[src/sv/shp_pkg.sv]
// Shared types, constants and the sharpening arithmetic for the 3x3 sharpen core.
// Used by shp_result_queue and sharpen_3x3_filter_core; depends on nothing else.
package shp_pkg;

    localparam int MAX_WIDTH   = 1024;
    localparam int MAX_HEIGHT  = 1024;
    localparam int COL_W       = $clog2(MAX_WIDTH);
    localparam int ROW_W       = $clog2(MAX_HEIGHT);
    localparam int CFG_W       = 11;
    localparam int CFG_IDX_W   = 1;
    localparam int CHAN_W      = 8;
    localparam int NUM_SLOTS   = 4;
    localparam int SLOT_IDX_W  = $clog2(NUM_SLOTS);
    localparam int IN_TDATA_W  = 24;
    localparam int OUT_TDATA_W = 48;
    localparam int OUT_PAD_W   = OUT_TDATA_W - 3 * CHAN_W - COL_W - ROW_W;

    // Slot order of one pixel's results
    localparam int SLOT_PREV_ROW_PREV_COL = 0;
    localparam int SLOT_PREV_ROW_LAST_COL = 1;
    localparam int SLOT_CUR_ROW_PREV_COL  = 2;
    localparam int SLOT_CUR_ROW_LAST_COL  = 3;

    typedef enum logic [CFG_IDX_W-1:0] {
        CFG_IMAGE_WIDTH  = 1'b0,
        CFG_IMAGE_HEIGHT = 1'b1
    } cfg_index_t;

    typedef struct packed {
        logic [CHAN_W-1:0] red;
        logic [CHAN_W-1:0] green;
        logic [CHAN_W-1:0] blue;
    } pixel_t;

    typedef struct packed {
        pixel_t older;
        pixel_t newer;
    } line_pair_t;

    typedef struct packed {
        pixel_t           px;
        logic [COL_W-1:0] col;
        logic [ROW_W-1:0] row;
        logic             frame_last;
    } result_t;

    typedef struct packed {
        logic                 valid;
        logic [NUM_SLOTS-1:0] mask;
    } queue_load_t;

    // Clamp a dimension register to 2..maxv and return its last index
    function automatic logic [CFG_W-1:0] last_index(input logic [CFG_W-1:0] dim,
                                                     input logic [CFG_W-1:0] maxv);
        logic [CFG_W-1:0] d;
        if (dim < CFG_W'(2)) begin
            d = CFG_W'(2);
        end else if (dim > maxv) begin
            d = maxv;
        end else begin
            d = dim;
        end
        return d - CFG_W'(1);
    endfunction

    function automatic logic [CHAN_W-1:0] sharpen_chan(input logic [CHAN_W-1:0] center,
                                                       input logic [CHAN_W-1:0] nbr [8]);
        logic [11:0]        sum;
        logic [11:0]        nine;
        logic signed [12:0] acc;
        sum = '0;
        for (int k = 0; k < 8; k++) begin
            sum = sum + 12'(nbr[k]);
        end
        nine = 12'({center, 3'b000}) + 12'(center);
        acc  = $signed({1'b0, nine}) - $signed({1'b0, sum});
        if (acc < 0) begin
            return '0;
        end else if (acc > 13'sd255) begin
            return '1;
        end else begin
            return acc[CHAN_W-1:0];
        end
    endfunction

    function automatic pixel_t sharpen_px(input pixel_t center, input pixel_t nbr [8]);
        logic [CHAN_W-1:0] r_n [8];
        logic [CHAN_W-1:0] g_n [8];
        logic [CHAN_W-1:0] b_n [8];
        pixel_t            res;
        for (int k = 0; k < 8; k++) begin
            r_n[k] = nbr[k].red;
            g_n[k] = nbr[k].green;
            b_n[k] = nbr[k].blue;
        end
        res.red   = sharpen_chan(center.red, r_n);
        res.green = sharpen_chan(center.green, g_n);
        res.blue  = sharpen_chan(center.blue, b_n);
        return res;
    endfunction

endpackage

[src/sv/shp_result_queue.sv]
// Result slot set: holds the up to four results released by one pixel and
// sends them out one beat at a time. Depends on shp_pkg.
module shp_result_queue (
    input  logic                            aclk,
    input  logic                            aresetn,
    input  shp_pkg::queue_load_t            load,
    input  shp_pkg::result_t                load_slots [shp_pkg::NUM_SLOTS],
    output logic                            load_ready,
    output logic                            m_tvalid,
    input  logic                            m_tready,
    // m_tdata, low bit up: out_red, out_green, out_blue, pixel_column, pixel_row, zero pad
    output logic [shp_pkg::OUT_TDATA_W-1:0] m_tdata,
    output logic                            m_tlast,
    // m_tuser: frame_last
    output logic                            m_tuser
);
    import shp_pkg::*;

    logic [NUM_SLOTS-1:0]  mask_reg;
    logic [NUM_SLOTS-1:0]  mask_next;
    result_t               slot_reg [NUM_SLOTS];
    logic [NUM_SLOTS-1:0]  pick;
    logic [NUM_SLOTS-1:0]  rest;
    logic [SLOT_IDX_W-1:0] sel;
    result_t               cur;

    // Lowest pending slot goes first
    always_comb begin
        sel = '0;
        for (int k = NUM_SLOTS - 1; k >= 0; k--) begin
            if (mask_reg[k]) begin
                sel = SLOT_IDX_W'(k);
            end
        end
    end

    assign pick       = mask_reg & (~mask_reg + NUM_SLOTS'(1));
    assign rest       = mask_reg & ~pick;
    assign cur        = slot_reg[sel];
    assign m_tvalid   = |mask_reg;
    assign m_tlast    = (rest == '0);
    assign m_tuser    = cur.frame_last;
    assign m_tdata    = {OUT_PAD_W'(0), cur.row, cur.col, cur.px.blue, cur.px.green, cur.px.red};
    assign load_ready = (mask_reg == '0) || ((rest == '0) && m_tready);

    always_comb begin
        mask_next = mask_reg;
        if (load.valid) begin
            mask_next = load.mask;
        end else if (m_tvalid && m_tready) begin
            mask_next = rest;
        end
    end

    always_ff @(posedge aclk) begin
        if (!aresetn) begin
            mask_reg <= '0;
        end else begin
            mask_reg <= mask_next;
        end
    end

    always_ff @(posedge aclk) begin
        if (load.valid) begin
            for (int k = 0; k < NUM_SLOTS; k++) begin
                slot_reg[k] <= load_slots[k];
            end
        end
    end

endmodule

[config.mk]
export PLATFORM = sky130hd
export DESIGN_NAME = shp_result_queue
export DESIGN_NICKNAME = d
export VERILOG_FILES = /design/src/sv/shp_pkg.sv /design/src/sv/shp_result_queue.sv
export SDC_FILE = /design/constraint.sdc
export NUM_CORES = 1
export LEC_CHECK = 0
export ABC_AREA = 1
export BUFFER_PORTS_ARGS = -buffer_cell sky130_fd_sc_hd__buf_2
export CAP_MARGIN = 20
export CORE_MARGIN = 2
export CORE_UTILIZATION = 53
export CTS_CLUSTER_DIAMETER = 60
export CTS_CLUSTER_SIZE = 8
export DETAILED_ROUTE_END_ITERATION = 8
export HOLD_SLACK_MARGIN = 0.08
export PLACE_DENSITY = 0.91
export SLEW_MARGIN = 20
export SYNTH_ARGS = -nofsm -noshare
export SYNTH_HDL_FRONTEND = slang
export SYNTH_SLANG_ARGS = --single-unit
[constraint.sdc]
create_clock -name aclk -period 1.63 [get_ports aclk]
set_input_delay 0.326 -clock aclk [delete_from_list [all_inputs] [get_ports aclk]]
set_output_delay 0.326 -clock aclk [all_outputs]
set_load 0.01 [all_outputs]
Word-level counts from Yosys, hierarchy flattened. Memory sizes are Yosys's and may differ from the RTL's. Cells that the tools add are included.

Add/sub/neg operators: 1. Multiply operators: 0. Div/mod/pow operators: 0. Magnitude comparators: 0. Equality and inequality tests: 0. Shift-type cells: 0. Mux-type cells: 8. Bitwise logic cells: 4. Reductions and logical operators: 7.

Operators with widths (number): $and A4 B4 Y4 (2); $logic_not A4 Y1 (2); $mux W2 (4); $mux W4 (2); $not A4 Y4 (2); $add A4 B1 Y4 const B (1); $reduce_or A4 Y1 (1); $logic_and A1 B1 Y1 (2); $mux W1 (2); $reduce_bool A2 Y1 (1); $logic_or A1 B1 Y1 (1).

Bits in registers: 4. Latch bits: 0. Memory bits (writable): 180. Bits in read-only memories: 0. Input port bits: 188. Output and inout bits: 52. Logic and storage cells: 22. Memories: 1.

Memory list: slot_reg (depth 4, bits a word 45, read ports 1, clocked after Yosys merged registers in 0, wr ports 4, line shp_result_queue.sv:21) `result_t slot_reg [NUM_SLOTS];`.

Logic depth before layout (Yosys ltp). Gate-level depths: netlist of the first run.

Word-level depth: 8. Mapped depth: 8. Mapped depth without buffers: 7.

Least setup slack after synthesis of the first run. No wires, ideal clock.

Kind: reg-to-output. From: register mask_reg[3]. To: output m_tdata[24] (netlist bit). Arrival time: 1083 ps. Data required time: 1304 ps. Setup slack: 221 ps. Cell stages (with the launch flop): 7. Buffers on the path: 1. Path through: dfxtp_1 > nor2_2 > nor2_8 > inv_8 > buf_6 > nand3_2 > nand2_1.

Word-level cells in the longest chain between the ends: 5.

Ends and longest elaborated chain: start, declared (line shp_result_queue.sv:19) `logic [NUM_SLOTS-1:0] mask_reg;`; start signal, assigned (line shp_result_queue.sv:59) `mask_reg <= mask_next;`; $mux W2 (4 in a row) (line shp_result_queue.sv:31) `if (mask_reg[k]) begin`; $mem_v2 Z4 W45; end, declared (line shp_result_queue.sv:12) `output logic [shp_pkg::OUT_TDATA_W-1:0] m_tdata,`.

No other way between the ends.

Worst setup path in the final report of the first run.
From: register mask_reg[2]. To: output m_tdata[20] (netlist bit).

Word-level cells in the longest chain between the ends: 4.

Ends and longest elaborated chain (line): $mux W2 (3 in a row) (shp_result_queue.sv:31); $mem_v2 Z4 W45.

No other way between the ends.

==> results.cfg, run 1 <==
[logic_synthesis]
synthDistinctLibCells = 25
netlist_area_um2 = 8520
synth_largest_area_cell = edfxtp_1
yosysTopAreaCellShare = 0.634
ys_ff_latch = 184
syn_inst = 672
synth.area.top_cells = edfxtp_1 63%, nand3b_1 7.9%, nand2_4 5.4%
syn_area_per_cell_um2 = 12.7
synth_warnings = 0
synth_seq_area_share = 0.644

[clock_tree]
clkTransAtPathRegs_ns = 0.06
root_buffer = clkbuf_16
worstSkewPairLatency_ns = 0.42
numCtsBuffers = 17
htreeDepth = 4
cts.path.max_buffers = 2
cts.sinks = 184
cts_tree = done

[pwr]
power.total_mw = 13.0
p_per_area_nw_per_um2 = 977
vdd_drop_max_uv = 868
leakage_nw = 5.93

[timing]
min_period_ns = 2.14
hold_viol = 0
setup_violations = 48
timing.final.crit_share = 1.31
grt_setup_unrepaired = true
fmax_ghz = 0.467
finalMaxSlewViolations = 0
holdWs_ns = 0.0942
final.setup.tns_ns = -20.01
fin_skew_ns = 0.000467
setup_ws_ns = -0.511

[floorplan]
die-area_um2 = 17100
fp.coreArea_um2 = 15800
die_h_um = 131
io_pins = 240
die_w_um = 131
start_util = 0.538
fp-row-count = 46

[finish]
area_growth_pct = 56.5
fillers = 707
nets = 1296
final_area_um2 = 13300
fin_util = 0.843
fin_cells = 1337
largest_register_ff_count = 180
drive_gt1_frac = 0.434

[flow_run]
cap_viol_max_count = 0

[global_route]
grt_pass1_vias = 7625
grt_util_all_layers = 0.313
grt.overflow.total = 0
grt_max_degree = 59
grt_antenna_before_repair = 2
grt_pass1_wl_um = 39600

[setup_path]
crit_path_end_kind = output port
worst-path-stages = 10
crit_required_ns = 1.30
slowest_delay_ns = 0.34
path_cells = inv_2, nand2_4, nand2_8, nand2_8, buf_12, buf_16, nand2_4, nand3_2, nand2_1, buf_2
crit_fanout = 7
worstSetupStartpointType = flip-flop
crit_arrival_ns = 1.81
r2r.worst_path.cells = 7
critPathSlowestCell = dfxtp_2
crit_type = flip-flop to output port
crit_family = buffers and inverters
crit_buf_inv = 4

[placed_design]
place.gp.congestion = 0.887
dp.cells = 1117
dp_hpwl_um = 13600
placed_area_um2 = 10000
post-place-ws_ns = -0.0831
numPortBuffers = 235

[drt]
drt-met1-wl_um = 10300
top_layer = met4
ant_nets = 0
wirelength_um = 29200
viasPerCell = 5.45
wire_per_inst_um = 21.9
drt_first_pass_iters = 7
drt_iter0_markers = 595
met2_length_um = 15500
route.detailed.drc = 0
wl_met3_um = 2300
vias = 7282

[status]
violations = setup timing
status = finished with violations

[min_path]
min_path_cells = 1
hold_class = input port to flip-flop
worst reg2reg max path: stages, from the launching register on:
cell and delay [ns]:
dfxtp_2 0.34, buf_4 0.14, nor2_4 0.19, buf_6 0.13, nand2_4 0.05, nand2_1 0.13
nand3_1 0.11, a21oi_1 0.15
Yosys cell counts (all sizes together):
cell,number
conb,1
nand4,1
buf,37
nand3b,90
nor2,3
clkbuf,3
nand3,95
a21oi,4
inv,99
edfxtp,180
o21ai,3
dfxtp,4
nand2,152
cells by family (layout without fill, tap and decap cells):
kind of cell	after synthesis	count (layout)	share of synthesized area
AOI/OAI and AO/OA	7	7	0.00411
buffers and inverters	139	583	0.0831
DFF	184	184	0.644
other	1	6	0.000440
and+or+nand+nor	341	341	0.269
area by class of cell:
| type | instances | area (um2) | area share |
|---|---|---|---|
| diodes | 2 | 5.00 | 0.000375 |
| clock inverters | 13 | 154 | 0.0115 |
| repair buffers | 454 | 3820 | 0.286 |
| flip-flops and latches | 184 | 5490 | 0.412 |
| clock buffers | 17 | 425 | 0.0319 |
| well taps | 216 | 270 | 0.0203 |
| inverters | 99 | 392 | 0.0294 |
| multi-input cells | 352 | 2780 | 0.209 |
what timing repair did:
| item | CTS | global route |
|---|---|---|
| gates cloned | 5 | 4 |
| resized for setup | 86 | 77 |
| endpoints found under the setup margin | 48 | 48 |
| hold endpoints to repair | 165 | 1 |
| pin swaps | 37 | 41 |
| setup buffers | 10 | 5 |
| hold buffers | 165 | 1 |
per-layer routing:
layer,GRT usage,vias to the layer above
li1,-,3147
met1,0.343,3529
met2,0.571,493
met3,0.0713,113
met4,0.153,0
met5,0,-
placed cells by master, fill, tap and decap left out, drive strengths merged:
cell type / count
clkinvlp: 1
buf: 286
edfxtp: 180
diode: 2
clkinv: 9
dfxtp: 4
conb: 4
o21ai: 3
a21oi: 4
nand3b: 90
nor2: 3
bufinv: 3
nand3: 95
nand4: 1
dlygate4sd3: 166
nand2: 152
clkbuf: 19
inv: 99
final timing paths:
| kind | start | endpoint | slack, ns |
|---|---|---|---|
| max | mask_reg[2] | m_tdata[20] | -0.51 |
| min | load_slots[85] | slot_reg[2][40] | 0.09 |
| max reg2reg | mask_reg[2] | mask_reg[0] | 0.32 |
| min reg2reg | mask_reg[0] | mask_reg[0] | 0.71 |
report_power, final:
group	leakage [nW]	internal (mW)	switching (mW)	total [mW]
logic	3.85	1.50	1.62	3.12
registers	1.80	5.60	0.121	5.73
clock network	0.282	2.39	1.79	4.18
Power figures use the tool's default switching activity.
==> run 2, diff against run 1 <==
- CORE_MARGIN: 2 -> default
==> results.cfg, run 2 (synthesis results as in run 1) <==
[pwr]
p_per_area_nw_per_um2 = 1010
vdd_drop_max_uv = 868
leakage_nw = 5.86

[setup_path]
startpoint = mask_reg[2]
r2r.worst_path.cells = 9
worstSetupStartpointType = flip-flop
crit_required_ns = 1.30
crit_path_end_kind = output port
path_cells = inv_2, nand2_4, nand2_8, buf_12, buf_16, nand3b_1, nand3_2, nand2_2, buf_6
crit_fanout = 8
slowest_delay_ns = 0.34
timing.rr.end = mask_reg[1]
crit_arrival_ns = 1.81
crit_type = flip-flop to output port
r2r_slack_ns = 0.08
regToRegStartpoint = mask_reg[2]
critPathSlowestCell = dfxtp_2

[clock_tree]
clkTransAtPathRegs_ns = 0.06
cts.sinks = 184
worstSkewPairLatency_ns = 0.42
numCtsBuffers = 17
htreeDepth = 4
root_buffer = clkbuf_16
cts_tree = done
cts.path.max_buffers = 2

[global_route]
grt.overflow.total = 0
grt_pass1_wl_um = 40700
grt_antenna_before_repair = 0
grt_pass1_vias = 7560
grt_max_degree = 72
grt_util_all_layers = 0.339

[timing]
setup_violations = 48
setup_ws_ns = -0.511
min_period_ns = 2.14
finalMaxSlewViolations = 0
fmax_ghz = 0.467
grt_setup_unrepaired = true
hold_viol = 0
timing.final.crit_share = 1.31
fin_skew_ns = 0.000351
final.setup.tns_ns = -20.66

[floorplan]
die-area_um2 = 16600
die_w_um = 129
start_util = 0.552
die_h_um = 129
fp-row-count = 45
fp.coreArea_um2 = 15400
io_pins = 240

[drt]
wire_per_inst_um = 22.1
vias = 7293
drt_first_pass_iters = 8
viasPerCell = 5.45
route.detailed.drc = 0
wirelength_um = 29600
ant_nets = 0
drt_iter0_markers = 596

[finish]
nets = 1301
fin_util = 0.845
largest_register_ff_count = 180
final_common_cell = buf_2
area_growth_pct = 53.0
drive_gt1_frac = 0.403
layout_common_cells = 224 x buf_2, 180 x edfxtp_1, 164 x dlygate4sd3_1, 94 x inv_1, 93 x nand2_1

[placed_design]
place.gp.congestion = 0.861
post-place-ws_ns = -0.0975
dp_hpwl_um = 13800
numPortBuffers = 235

[min_path]
hold_class = input port to flip-flop
min_to = slot_reg[3][19]
min_path_cells = 1
hp-start = load_slots[19]

[status]
violations = setup timing
status = finished with violations

[flow_run]
cap_viol_max_count = 0
-- run 2: layout make-up --
type                    instances  area (um2)
flip-flops and latches        184        5500
fillers                       693        2380
clock inverters                14         198
diodes                          1        2.50
repair buffers                458        3760
well taps                     211         264
inverters                      99         389
multi-input cells             353        2510
clock buffers                  17         425
-- run 2: power by group --
part,switching [mW],leakage [nW],internal [mW]
logic,1.53,3.77,1.40
clock network,1.87,0.299,2.58
registers,0.135,1.80,5.60
total,3.53,5.86,9.58
-- run 2: per-layer routing --
layer	GRT usage	wire [um]	up-vias	share of wire
met5	0	0	-	0
li1	-	-	3151	-
met4	0.183	1420	0	0.048
met2	0.607	15300	591	0.52
met3	0.0923	2840	123	0.096
met1	0.365	9960	3428	0.34
-- run 2: worst max path at each step --
stage,depth (start not counted),slack [ns],end
final,9,-0.51,m_tdata[29]
after floorplan,6,0.22,m_tdata[24]
after CTS,10,-0.48,m_tdata[36]
after global routing,8,-0.58,m_tdata[35]
after detailed placement,9,-0.1,m_tdata[12]
after global placement,8,-0.02,m_tdata[35]
-- run 2: metrics by stage --
| step | total power, mW | std cells | instance area [um2] | hold WS [ns] |
|---|---|---|---|---|
| CTS | 12.6 | 1319 | 12600 | 0.0805 |
| global placement | 7.74 | 1115 | 10100 | 0.503 |
| global route | 13.5 | 1336 | 13000 | 0.0804 |
| floorplan | 6.96 | 675 | 8530 | 0.425 |
| detailed placement | 7.82 | 1115 | 10100 | 0.504 |
| finish | 13.1 | 1337 | 13000 | 0.0984 |
-- run 2: worst max-delay path: cells and delay by family, from the launching register on --
family	cells	cell delay (ns)
simple gates	5	0.56
buf+inv	4	0.48
flops	1	0.34
-- run 2: timing repair --
action	in CTS	in global routing
pin swaps	24	15
setup buffers	11	6
endpoints found under the hold margin	158	6
hold buffers	158	6
resized for setup	38	40
setup endpoints to repair	48	48
gates cloned	4	7
